==> src/design/ffcs_pkg.sv <==
package ffcs_pkg;

  localparam int CELL_W     = 2;
  localparam int RAND_W     = 16;
  localparam int THR_W      = 16;
  localparam int ROWS_W     = 12;
  localparam int COLS_W     = 8;
  localparam int CFG_DATA_W = 16;
  localparam int CFG_IDX_W  = 2;

  localparam int MAX_COLS_DEF = 128;
  localparam int MAX_ROWS_DEF = 4095;
  localparam int ROWS_RESET   = 40;
  localparam int COLS_RESET   = 80;
  localparam int QUEUE_DEPTH  = 2;

  localparam int TREES_W = 4;
  localparam int GLIM_W  = THR_W + TREES_W;

  typedef logic [CELL_W-1:0] cell_t;

  localparam cell_t CELL_EMPTY = 2'd0;
  localparam cell_t CELL_TREE  = 2'd1;
  localparam cell_t CELL_FIRE  = 2'd2;

  typedef enum logic [CFG_IDX_W-1:0] {
    CFG_IGN_THR  = 2'd0,
    CFG_GROW_THR = 2'd1,
    CFG_ROWS     = 2'd2,
    CFG_COLS     = 2'd3
  } cfg_idx_e;

  typedef struct packed {
    logic [THR_W-1:0] ign_thr;
    logic [THR_W-1:0] grow_thr;
  } thr_t;

  // neighborhood bounds and position marks of the emitted cell
  typedef struct packed {
    logic has_top;
    logic has_bottom;
    logic has_left;
    logic has_right;
    logic eor;
    logic eof;
  } nb_t;

  typedef struct packed {
    cell_t             cur_cell;
    logic              emit;
    nb_t               nb;
    logic [RAND_W-1:0] ign;
    logic [RAND_W-1:0] grw;
  } item_t;

  typedef struct packed {
    cell_t upper;
    cell_t middle;
  } line_t;

endpackage

==> src/design/ffcs_if.sv <==
interface ffcs_in_if;
  logic                        valid;
  logic                        ready;
  logic                        op;
  ffcs_pkg::cell_t             cell_in;
  logic [ffcs_pkg::RAND_W-1:0] ignite_rand;
  logic [ffcs_pkg::RAND_W-1:0] grow_rand;

  modport source (output valid, op, cell_in, ignite_rand, grow_rand, input ready);
  modport sink   (input valid, op, cell_in, ignite_rand, grow_rand, output ready);
endinterface

interface ffcs_out_if;
  logic            valid;
  logic            ready;
  ffcs_pkg::cell_t cell_out;
  logic            end_of_row;
  logic            end_of_frame;

  modport source (output valid, cell_out, end_of_row, end_of_frame, input ready);
  modport sink   (input valid, cell_out, end_of_row, end_of_frame, output ready);
endinterface

==> src/design/ffcs_front.sv <==
module ffcs_front #(
  parameter int MAX_COLS = ffcs_pkg::MAX_COLS_DEF,
  parameter int MAX_ROWS = ffcs_pkg::MAX_ROWS_DEF
) (
  input  logic                          clk_i,
  input  logic                          rst_ni,
  input  logic [$clog2(MAX_COLS)-1:0]   last_col_i,
  input  logic [$clog2(MAX_ROWS+2)-1:0] last_row_i,
  ffcs_in_if.sink                       in_if,
  input  logic                          full_i,
  output logic                          push_o,
  output ffcs_pkg::item_t               item_o,
  output logic [$clog2(MAX_COLS)-1:0]   ic_o
);

  localparam int CW = $clog2(MAX_COLS);
  localparam int RW = $clog2(MAX_ROWS + 2);

  logic [CW-1:0] in_col_q, in_col_d, out_col_q, out_col_d;
  logic [RW-1:0] in_row_q, in_row_d, out_row_q, out_row_d;
  logic          primed;

  assign in_if.ready = !full_i;
  assign push_o      = in_if.valid && !full_i;
  assign ic_o        = in_col_q;

  always_comb begin
    primed = (in_row_q >= RW'(2)) || ((in_row_q == RW'(1)) && (in_col_q != '0));

    item_o.cur_cell = (in_if.op || (in_if.cell_in == 2'd3)) ? ffcs_pkg::CELL_EMPTY
                                                             : in_if.cell_in;
    item_o.emit          = primed;
    item_o.nb.has_top    = out_row_q != '0;
    item_o.nb.has_bottom = out_row_q < last_row_i;
    item_o.nb.has_left   = out_col_q != '0;
    item_o.nb.has_right  = out_col_q < last_col_i;
    item_o.nb.eor        = out_col_q >= last_col_i;
    item_o.nb.eof        = item_o.nb.eor && (out_row_q >= last_row_i);
    item_o.ign           = in_if.ignite_rand;
    item_o.grw           = in_if.grow_rand;

    in_col_d  = in_col_q;
    in_row_d  = in_row_q;
    out_col_d = out_col_q;
    out_row_d = out_row_q;
    if (push_o) begin
      if (in_col_q >= last_col_i) begin
        in_col_d = '0;
        in_row_d = in_row_q + 1'b1;
      end else begin
        in_col_d = in_col_q + 1'b1;
      end
      if (primed) begin
        if (item_o.nb.eor) begin
          out_col_d = '0;
          out_row_d = out_row_q + 1'b1;
        end else begin
          out_col_d = out_col_q + 1'b1;
        end
        if (item_o.nb.eof) begin
          in_col_d  = '0;
          in_row_d  = '0;
          out_col_d = '0;
          out_row_d = '0;
        end
      end
    end
  end

  always_ff @(posedge clk_i or negedge rst_ni) begin
    if (!rst_ni) begin
      in_col_q  <= '0;
      in_row_q  <= '0;
      out_col_q <= '0;
      out_row_q <= '0;
    end else begin
      in_col_q  <= in_col_d;
      in_row_q  <= in_row_d;
      out_col_q <= out_col_d;
      out_row_q <= out_row_d;
    end
  end

  a_eof_restarts_frame: assert property (@(posedge clk_i) disable iff (!rst_ni)
    push_o && item_o.emit && item_o.nb.eof |=>
      (in_col_q == '0) && (in_row_q == '0) && (out_col_q == '0) && (out_row_q == '0))
    else $error("frame counters not cleared after end of frame");

endmodule

==> src/design/ffcs_queue.sv <==
module ffcs_queue #(
  parameter int WIDTH = 8,
  parameter int DEPTH = ffcs_pkg::QUEUE_DEPTH
) (
  input  logic             clk_i,
  input  logic             rst_ni,
  input  logic             push_i,
  input  logic [WIDTH-1:0] wdata_i,
  output logic             full_o,
  input  logic             pop_i,
  output logic             valid_o,
  output logic [WIDTH-1:0] rdata_o
);

  localparam int PW = (DEPTH > 1) ? $clog2(DEPTH) : 1;
  localparam int NW = $clog2(DEPTH + 1);

  logic [WIDTH-1:0] slot_q [DEPTH];
  logic [PW-1:0]    wr_ptr_q, rd_ptr_q;
  logic [NW-1:0]    count_q;

  assign full_o  = count_q == NW'(DEPTH);
  assign valid_o = count_q != '0;
  assign rdata_o = slot_q[rd_ptr_q];

  always_ff @(posedge clk_i) begin
    if (push_i) begin
      slot_q[wr_ptr_q] <= wdata_i;
    end
  end

  always_ff @(posedge clk_i or negedge rst_ni) begin
    if (!rst_ni) begin
      wr_ptr_q <= '0;
      rd_ptr_q <= '0;
      count_q  <= '0;
    end else begin
      if (push_i) begin
        wr_ptr_q <= (wr_ptr_q == PW'(DEPTH - 1)) ? '0 : wr_ptr_q + 1'b1;
      end
      if (pop_i) begin
        rd_ptr_q <= (rd_ptr_q == PW'(DEPTH - 1)) ? '0 : rd_ptr_q + 1'b1;
      end
      if (push_i && !pop_i) begin
        count_q <= count_q + 1'b1;
      end else if (pop_i && !push_i) begin
        count_q <= count_q - 1'b1;
      end
    end
  end

  a_no_overfill: assert property (@(posedge clk_i) disable iff (!rst_ni)
    count_q <= NW'(DEPTH))
    else $error("queue count beyond depth");

  a_pop_nonempty: assert property (@(posedge clk_i) disable iff (!rst_ni)
    pop_i |-> count_q != '0)
    else $error("pop from empty queue");

endmodule

==> src/design/ffcs_back.sv <==
module ffcs_back #(
  parameter int MAX_COLS = ffcs_pkg::MAX_COLS_DEF
) (
  input  logic                        clk_i,
  input  logic                        rst_ni,
  input  ffcs_pkg::thr_t              thr_i,
  input  logic                        q_valid_i,
  input  ffcs_pkg::item_t             q_item_i,
  input  logic [$clog2(MAX_COLS)-1:0] q_ic_i,
  output logic                        pop_o,
  ffcs_out_if.source                  out_if
);

  localparam int CW = $clog2(MAX_COLS);

  ffcs_pkg::line_t line_mem [MAX_COLS];
  ffcs_pkg::line_t rd_q, fwd_data_q, line_cur, wr_data;
  logic            fwd_q;

  logic            s1_valid_q;
  ffcs_pkg::item_t s1_item_q;
  logic [CW-1:0]   s1_ic_q;
  logic            s1_adv, out_free;

  ffcs_pkg::cell_t win_q [3][3];
  ffcs_pkg::cell_t win_d [3][3];

  logic [ffcs_pkg::TREES_W-1:0] trees, trees_p1;
  logic                         fire_near;
  logic [ffcs_pkg::GLIM_W-1:0]  grow_lim;
  ffcs_pkg::cell_t              centre, next_cell;

  logic            out_valid_q;
  ffcs_pkg::cell_t cell_q;
  logic            eor_q, eof_q;

  assign out_free = !out_valid_q || out_if.ready;
  assign s1_adv   = s1_valid_q && (!s1_item_q.emit || out_free);
  assign pop_o    = q_valid_i && (!s1_valid_q || s1_adv);

  assign line_cur       = fwd_q ? fwd_data_q : rd_q;
  assign wr_data.upper  = line_cur.middle;
  assign wr_data.middle = s1_item_q.cur_cell;

  // line store: read at pop, write back as the item leaves stage one
  always_ff @(posedge clk_i) begin
    if (s1_adv) begin
      line_mem[s1_ic_q] <= wr_data;
    end
    if (pop_o) begin
      rd_q       <= line_mem[q_ic_i];
      fwd_data_q <= wr_data;
      s1_item_q  <= q_item_i;
      s1_ic_q    <= q_ic_i;
    end
  end

  always_comb begin
    win_d[0] = win_q[1];
    win_d[1] = win_q[2];
    win_d[2][0] = line_cur.upper;
    win_d[2][1] = line_cur.middle;
    win_d[2][2] = s1_item_q.cur_cell;
  end

  always_comb begin
    logic keep;
    trees     = '0;
    fire_near = 1'b0;
    for (int dc = 0; dc < 3; dc++) begin
      for (int dr = 0; dr < 3; dr++) begin
        keep = !((dc == 1) && (dr == 1))
            && !((dc == 0) && !s1_item_q.nb.has_left)
            && !((dc == 2) && !s1_item_q.nb.has_right)
            && !((dr == 0) && !s1_item_q.nb.has_top)
            && !((dr == 2) && !s1_item_q.nb.has_bottom);
        if (keep && (win_d[dc][dr] == ffcs_pkg::CELL_TREE)) begin
          trees = trees + 1'b1;
        end
        if (keep && (win_d[dc][dr] == ffcs_pkg::CELL_FIRE)) begin
          fire_near = 1'b1;
        end
      end
    end
    trees_p1 = trees + 1'b1;
    grow_lim = ffcs_pkg::GLIM_W'(thr_i.grow_thr) * ffcs_pkg::GLIM_W'(trees_p1);
    centre   = win_d[1][1];
    case (centre)
      ffcs_pkg::CELL_FIRE: begin
        next_cell = ffcs_pkg::CELL_EMPTY;
      end
      ffcs_pkg::CELL_TREE: begin
        next_cell = (fire_near || (s1_item_q.ign <= thr_i.ign_thr)) ? ffcs_pkg::CELL_FIRE
                                                                    : ffcs_pkg::CELL_TREE;
      end
      default: begin
        next_cell = (ffcs_pkg::GLIM_W'(s1_item_q.grw) <= grow_lim) ? ffcs_pkg::CELL_TREE
                                                                   : ffcs_pkg::CELL_EMPTY;
      end
    endcase
  end

  always_ff @(posedge clk_i) begin
    if (s1_adv && s1_item_q.emit) begin
      cell_q <= next_cell;
      eor_q  <= s1_item_q.nb.eor;
      eof_q  <= s1_item_q.nb.eof;
    end
  end

  always_ff @(posedge clk_i or negedge rst_ni) begin
    if (!rst_ni) begin
      s1_valid_q  <= 1'b0;
      fwd_q       <= 1'b0;
      out_valid_q <= 1'b0;
      win_q       <= '{default: ffcs_pkg::CELL_EMPTY};
    end else begin
      if (pop_o) begin
        s1_valid_q <= 1'b1;
        fwd_q      <= s1_adv && (s1_ic_q == q_ic_i);
      end else if (s1_adv) begin
        s1_valid_q <= 1'b0;
      end
      if (s1_adv) begin
        win_q <= win_d;
      end
      if (s1_adv && s1_item_q.emit) begin
        out_valid_q <= 1'b1;
      end else if (out_if.ready) begin
        out_valid_q <= 1'b0;
      end
    end
  end

  assign out_if.valid        = out_valid_q;
  assign out_if.cell_out     = cell_q;
  assign out_if.end_of_row   = eor_q;
  assign out_if.end_of_frame = eof_q;

  a_eof_is_eor: assert property (@(posedge clk_i) disable iff (!rst_ni)
    out_valid_q && eof_q |-> eor_q)
    else $error("end of frame without end of row");

endmodule

==> src/design/forest_fire_cell_stencil_unit.sv <==
// Channel  Dir  Payload                                 Accepted when
// in_if    in   op, cell_in, ignite_rand, grow_rand     valid && ready
// out_if   out  cell_out, end_of_row, end_of_frame      valid && ready
// cfg      in   cfg_idx_i, cfg_wdata_i                  cfg_we_i
//
// One request per cycle sustained while the output does not stall; the
// line store's read-modify-write (with write-back forwarding) sets that figure.
// An emitting request passes the queue, stage one and the output register;
// its result is the cell C+1 raster positions earlier, C the column count.
// Reset clears counters, window, queue and output register; line stores are not
// cleared. Input ready drops only once an output stall has filled the queue.
module forest_fire_cell_stencil_unit #(
  parameter int MAX_COLS = ffcs_pkg::MAX_COLS_DEF,
  parameter int MAX_ROWS = ffcs_pkg::MAX_ROWS_DEF
) (
  input  logic                                clk_i,
  input  logic                                rst_ni,
  input  logic                                cfg_we_i,
  input  logic [ffcs_pkg::CFG_IDX_W-1:0]      cfg_idx_i,
  input  logic [ffcs_pkg::CFG_DATA_W-1:0]     cfg_wdata_i,
  ffcs_in_if.sink                             in_if,
  ffcs_out_if.source                          out_if
);

  localparam int CW = $clog2(MAX_COLS);
  localparam int RW = $clog2(MAX_ROWS + 2);
  localparam int QW = $bits(ffcs_pkg::item_t) + CW;
  localparam int LAST_COL_RST =
    ((ffcs_pkg::COLS_RESET > MAX_COLS) ? MAX_COLS : ffcs_pkg::COLS_RESET) - 1;
  localparam int LAST_ROW_RST =
    ((ffcs_pkg::ROWS_RESET > MAX_ROWS) ? MAX_ROWS : ffcs_pkg::ROWS_RESET) - 1;

  ffcs_pkg::thr_t thr_q;
  logic [CW-1:0]  last_col_q, last_col_new;
  logic [RW-1:0]  last_row_q, last_row_new;

  logic [ffcs_pkg::ROWS_W-1:0] rows_raw;
  logic [ffcs_pkg::COLS_W-1:0] cols_raw;

  logic            push, full, q_valid, pop;
  ffcs_pkg::item_t fr_item, q_item;
  logic [CW-1:0]   fr_ic, q_ic;

  always_comb begin
    rows_raw = cfg_wdata_i[ffcs_pkg::ROWS_W-1:0];
    cols_raw = cfg_wdata_i[ffcs_pkg::COLS_W-1:0];
    if (rows_raw < ffcs_pkg::ROWS_W'(2)) begin
      last_row_new = RW'(1);
    end else if (32'(rows_raw) > MAX_ROWS) begin
      last_row_new = RW'(MAX_ROWS - 1);
    end else begin
      last_row_new = RW'(32'(rows_raw) - 1);
    end
    if (cols_raw < ffcs_pkg::COLS_W'(2)) begin
      last_col_new = CW'(1);
    end else if (32'(cols_raw) > MAX_COLS) begin
      last_col_new = CW'(MAX_COLS - 1);
    end else begin
      last_col_new = CW'(32'(cols_raw) - 1);
    end
  end

  always_ff @(posedge clk_i or negedge rst_ni) begin
    if (!rst_ni) begin
      thr_q      <= '0;
      last_col_q <= CW'(LAST_COL_RST);
      last_row_q <= RW'(LAST_ROW_RST);
    end else if (cfg_we_i) begin
      case (cfg_idx_i)
        ffcs_pkg::CFG_IGN_THR:  thr_q.ign_thr  <= cfg_wdata_i;
        ffcs_pkg::CFG_GROW_THR: thr_q.grow_thr <= cfg_wdata_i;
        ffcs_pkg::CFG_ROWS:     last_row_q     <= last_row_new;
        ffcs_pkg::CFG_COLS:     last_col_q     <= last_col_new;
        default: begin
        end
      endcase
    end
  end

  ffcs_front #(
    .MAX_COLS (MAX_COLS),
    .MAX_ROWS (MAX_ROWS)
  ) u_front (
    .clk_i      (clk_i),
    .rst_ni     (rst_ni),
    .last_col_i (last_col_q),
    .last_row_i (last_row_q),
    .in_if      (in_if),
    .full_i     (full),
    .push_o     (push),
    .item_o     (fr_item),
    .ic_o       (fr_ic)
  );

  ffcs_queue #(
    .WIDTH (QW),
    .DEPTH (ffcs_pkg::QUEUE_DEPTH)
  ) u_queue (
    .clk_i   (clk_i),
    .rst_ni  (rst_ni),
    .push_i  (push),
    .wdata_i ({fr_item, fr_ic}),
    .full_o  (full),
    .pop_i   (pop),
    .valid_o (q_valid),
    .rdata_o ({q_item, q_ic})
  );

  ffcs_back #(
    .MAX_COLS (MAX_COLS)
  ) u_back (
    .clk_i     (clk_i),
    .rst_ni    (rst_ni),
    .thr_i     (thr_q),
    .q_valid_i (q_valid),
    .q_item_i  (q_item),
    .q_ic_i    (q_ic),
    .pop_o     (pop),
    .out_if    (out_if)
  );

endmodule

==> src/flat_wrapper.sv <==
// flat-port wrapper written by rule: the top's interface ports become plain ports
module forest_fire_cell_stencil_unit_flat 
#(
  parameter int MAX_COLS = ffcs_pkg::MAX_COLS_DEF,
  parameter int MAX_ROWS = ffcs_pkg::MAX_ROWS_DEF
)
  (clk_i, rst_ni, cfg_we_i, cfg_idx_i, cfg_wdata_i, in_if_valid, in_if_op, in_if_cell_in, in_if_ignite_rand, in_if_grow_rand, in_if_ready, out_if_valid, out_if_cell_out, out_if_end_of_row, out_if_end_of_frame, out_if_ready);
  ffcs_in_if in_if_i ();
  ffcs_out_if out_if_i ();
  input  logic clk_i;
  input  logic rst_ni;
  input  logic cfg_we_i;
  input  logic [ffcs_pkg::CFG_IDX_W-1:0] cfg_idx_i;
  input  logic [ffcs_pkg::CFG_DATA_W-1:0] cfg_wdata_i;
  input wire logic [$bits(in_if_i.valid)-1:0] in_if_valid;
  input wire logic [$bits(in_if_i.op)-1:0] in_if_op;
  input wire logic [$bits(in_if_i.cell_in)-1:0] in_if_cell_in;
  input wire logic [$bits(in_if_i.ignite_rand)-1:0] in_if_ignite_rand;
  input wire logic [$bits(in_if_i.grow_rand)-1:0] in_if_grow_rand;
  output wire logic [$bits(in_if_i.ready)-1:0] in_if_ready;
  output wire logic [$bits(out_if_i.valid)-1:0] out_if_valid;
  output wire logic [$bits(out_if_i.cell_out)-1:0] out_if_cell_out;
  output wire logic [$bits(out_if_i.end_of_row)-1:0] out_if_end_of_row;
  output wire logic [$bits(out_if_i.end_of_frame)-1:0] out_if_end_of_frame;
  input wire logic [$bits(out_if_i.ready)-1:0] out_if_ready;
  assign in_if_i.valid = in_if_valid;
  assign in_if_i.op = in_if_op;
  assign in_if_i.cell_in = in_if_cell_in;
  assign in_if_i.ignite_rand = in_if_ignite_rand;
  assign in_if_i.grow_rand = in_if_grow_rand;
  assign in_if_ready = in_if_i.ready;
  assign out_if_valid = out_if_i.valid;
  assign out_if_cell_out = out_if_i.cell_out;
  assign out_if_end_of_row = out_if_i.end_of_row;
  assign out_if_end_of_frame = out_if_i.end_of_frame;
  assign out_if_i.ready = out_if_ready;
  forest_fire_cell_stencil_unit #(.MAX_COLS(MAX_COLS), .MAX_ROWS(MAX_ROWS)) u_core (.clk_i(clk_i), .rst_ni(rst_ni), .cfg_we_i(cfg_we_i), .cfg_idx_i(cfg_idx_i), .cfg_wdata_i(cfg_wdata_i), .in_if(in_if_i), .out_if(out_if_i));
endmodule
==> config.mk <==
export PLATFORM = sky130hd
export DESIGN_NAME = forest_fire_cell_stencil_unit_flat
export DESIGN_NICKNAME = d
export VERILOG_FILES = /design/src/design/ffcs_pkg.sv /design/src/design/ffcs_if.sv /design/src/design/ffcs_front.sv /design/src/design/ffcs_queue.sv /design/src/design/ffcs_back.sv /design/src/design/forest_fire_cell_stencil_unit.sv /design/src/flat_wrapper.sv
export SDC_FILE = /design/constraint.sdc
export NUM_CORES = 1
export LEC_CHECK = 0
export BUFFER_PORTS_ARGS = -buffer_cell sky130_fd_sc_hd__clkbuf_2
export CAP_MARGIN = 20
export CORE_MARGIN = 2
export CORE_UTILIZATION = 50
export CTS_CLUSTER_SIZE = 16
export DETAILED_ROUTE_END_ITERATION = 12
export PLACE_DENSITY = 0.66
export SLEW_MARGIN = 20
export SYNTH_ARGS = -nofsm -noshare
export SYNTH_HDL_FRONTEND = slang
export SYNTH_SLANG_ARGS = --single-unit
==> constraint.sdc <==
create_clock -name clk_i -period 23.3 [get_ports clk_i]
set_clock_uncertainty 0.05 [all_clocks]
set_input_delay 1.165 -clock clk_i [delete_from_list [all_inputs] [get_ports clk_i]]
set_output_delay 1.165 -clock clk_i [all_outputs]
set_load 0.01 [all_outputs]
==> impl_metrics.toml <==
[placement]
portBuffers = 63
hpwl_microns = 50700
gp_congestion = 0.862

[sta]
hold_viol = 0
finalSetupViolCount = 0
rsz0062_at_grt = "no"
timing.final.crit_share_pct = 42.3
tightest_slew_ps = 1060
max_slew_margin_pct = 27.4
setup-tns-final_ps = 0
max_freq_mhz = 101
min_period_ps = 9860
slew_violations = 0

[die]
core_region_area_sq_um = 70000
io_pins = 64
die_h_microns = 270
die_w_microns = 270
dieArea_sq_um = 72900
rows = 97
initial_core_util_pct = 50.5

[route]
viasPerCell = 5.74
drtAntennaViolNets = 0
routed_wirelength_microns = 81400
route.detailed.drc = 0
dr.pass1.iters = 6
drt-initial-drc-count = 2092
vias = 22711
wl_per_cell_microns = 20.6

[yosys]
synth_top_area_share_pct = 56.7
synth_compound_area_share_pct = 6.79
syn-num-nets = 3099
synth_cells = 2909
syn_area_sq_um = 35400
yosysWarnings = 0
synth_top_area_cell = "edfxtp_1"
synth_top_family_by_area = "simple AND/OR/NAND/NOR gates"
synthArstFlopShare_pct = 14.2
synth_top_cells_by_area = "edfxtp_1, dfrtp_1, nand2_1"
synth.area.mux_share_pct = 4.21
synthXorXnorAreaFrac_pct = 1.82
synth_fa_ha_area_share_pct = 5.26
synth_cell_types = 70
ys_seq_area_share_pct = 64.6
syn_avg_cell_area_sq_um = 12.2
yosys.area_share.simple_pct = 14.8
synth_flop_cell = "edfxtp_1"
synth-edff-count = 668
ys_ff_latch = 779

[clock_tree]
root_buffer = "clkbuf_16"
cts_tree = "built"
clk_latency_ps = 630
clockBufferDepth = 3
cts-buffers-inserted = 81
cts_hold_buf = 0
htreeDepth = 3
clkTransAtPathRegs_ps = 60
cts.repair.resized = 0
cts_setup_buffers = 0
cts_sinks = 779

[worst_setup_path]
cp-end-kind = "flip-flop"
critPathKind = "reg2reg"
crit_top_cell = "ha_1"
crit_arrival_ps = 10170
cp_max_fo = 16
cp.required_ps = 23600
worst_path_max_delay_cell = "xor2_2"
crit_path_max_incr_delay_ps = 610
startpoint_type = "flip-flop"

[finish]
fin_nets = 3143
layout_commonest_cell = "edfxtp_1"
final_cell_mix = "edfxtp_1, nand2_1, nor2_1"
n_antenna_cell = 0
area_delta_synth_final_pct = 11.4
drive_above_1_share_pct = 10.4

[global_routing]
antenna_found_initial = 0
grtUsageTotal_pct = 22.2
grt_pass1_wl_microns = 127000
overflow = 0
grt_pass1_vias = 22910
grt_max_degree = 195

[hold_path]
min_path_type = "reg2reg"

[flow_run]
max_cap_violations = 0

[outcome]
status = "completed"
[state kept, by name, indices dropped and copies added (netlist names), 4 cells and up]
register,count
u_core.u_back.line_mem,512
u_core.u_queue.slot_q,96
u_core.u_back.s1_item_q,41
u_core.thr_q,32
u_core.last_row_q,13
u_core.u_front.in_row_q,13
u_core.u_front.out_row_q,13
u_core.u_back.win_d,10
u_core.last_col_q,7
u_core.u_back.s1_ic_q,7
u_core.u_front.ic_o,7
u_core.u_front.out_col_q,7
u_core.u_back.fwd_data_q,4
u_core.u_back.rd_q,4
[metal layers]
metal | up-vias | global-route usage [%] | wire length [microns]
li1 | 10558 | - | -
met1 | 11244 | 30.1 | 35400
met2 | 754 | 37.1 | 39000
met3 | 155 | 3.24 | 4750
met4 | 0 | 7.32 | 2230
met5 | - | 0 | 0
[Yosys cell counts, types with 3 or more instances]
cell type / number
dfstp_2: 9
ha_1: 104
a22oi_1: 12
o221ai_1: 32
xor2_1: 27
and3_1: 34
nor2b_1: 30
mux2_2: 62
and2_1: 44
inv_1: 99
nand4_1: 21
a21oi_1: 33
buf_1: 19
a32oi_1: 26
nor3b_1: 6
a211oi_1: 11
o21a_1: 5
nand2b_1: 11
or2_2: 3
o31ai_1: 5
xnor2_1: 36
o211ai_1: 4
nor3_1: 22
nand4b_1: 6
a22o_1: 5
and4b_1: 3
nor4_1: 16
a31oi_1: 36
mux2i_1: 79
clkbuf_1: 112
edfxtp_1: 668
a31o_2: 3
clkinv_1: 3
o21ai_0: 145
or3_1: 8
nand3b_1: 11
a21o_1: 30
fa_1: 28
nor2_1: 199
nand2_1: 613
nand3_1: 149
dfrtp_1: 102
o2111ai_1: 3
[worst max-delay path: cells and delay by family, from the launching register on]
family                     cells  cell delay, ps
buffers and inverters          4             270
adders and majority gates     11            3530
xor gates and xnor gates       3             990
muxes                          4            1110
AOI/OAI and AO/OA              9            1800
and+or+nand+nor               10            1340
DFF                            1             500
[worst paths after layout]
kind | slack, ps | startpoint | end | cells past startpoint
setup / recovery | 13440 | u_core.u_back.s1_item_q[35]$_DFFE_PP_ | u_core.u_back.out_if.cell_out[0]$_DFFE_PP_ | 41
hold / removal | 380 | u_core.u_back.s1_item_q[32]$_DFFE_PP_ | u_core.u_back.out_if.end_of_frame$_DFFE_PP_ | 0
setup reg to reg | 13440 | u_core.u_back.s1_item_q[35]$_DFFE_PP_ | u_core.u_back.out_if.cell_out[0]$_DFFE_PP_ | 41
hold reg to reg | 380 | u_core.u_back.s1_item_q[32]$_DFFE_PP_ | u_core.u_back.out_if.end_of_frame$_DFFE_PP_ | 0
max in group asynchronous | 21320 | rst_ni | u_core.u_queue.rd_ptr_q$_DFFE_PN0P_ | 2
min in group asynchronous | 480 | rst_ni | u_core.thr_q[25]$_DFFE_PN0P_ | 1
[cell type report]
| type | count | area [sq um] |
|---|---|---|
| Multi-Input combinational cell | 1893 | 11700 |
| Clock buffer | 101 | 2150 |
| Timing Repair Buffer | 95 | 583 |
| Inverter | 103 | 395 |
| Tap cell | 940 | 1180 |
| Sequential cell | 779 | 22800 |
| Fill cell | 5721 | 30600 |
| Clock inverter | 48 | 512 |
[stage by stage]
| stage | setup slack [ps] | instance area (sq um) | hold slack [ps] | std cells | utilization, % |
|---|---|---|---|---|---|
| after floorplan | 14390 | 35400 | 350 | 2909 | - |
| after global placement | 13560 | 36700 | 359 | 3810 | 52.5 |
| after detailed placement | 13230 | 36700 | 364 | 3810 | 52.5 |
| after CTS | 13200 | 39400 | 385 | 3959 | 56.3 |
| after global routing | 12680 | 39400 | 385 | 3959 | 56.3 |
| final | 13440 | 39400 | 378 | 3959 | 56.3 |
[cells by family (layout without fill, tap and decap cells)]
group | count (synthesis) | after routing
adder cells (fa/ha/maj) | 132 | 132
buffers and inverters | 237 | 347
AO/OA/AOI/OAI | 368 | 368
AND/OR/NAND/NOR | 1185 | 1185
XOR/XNOR | 67 | 67
flip-flops | 779 | 779
multiplexers | 141 | 141
Power is left out: the tool's default activity adds up to more than one toggle a clock period on the data nets, which glitch-free logic cannot reach.
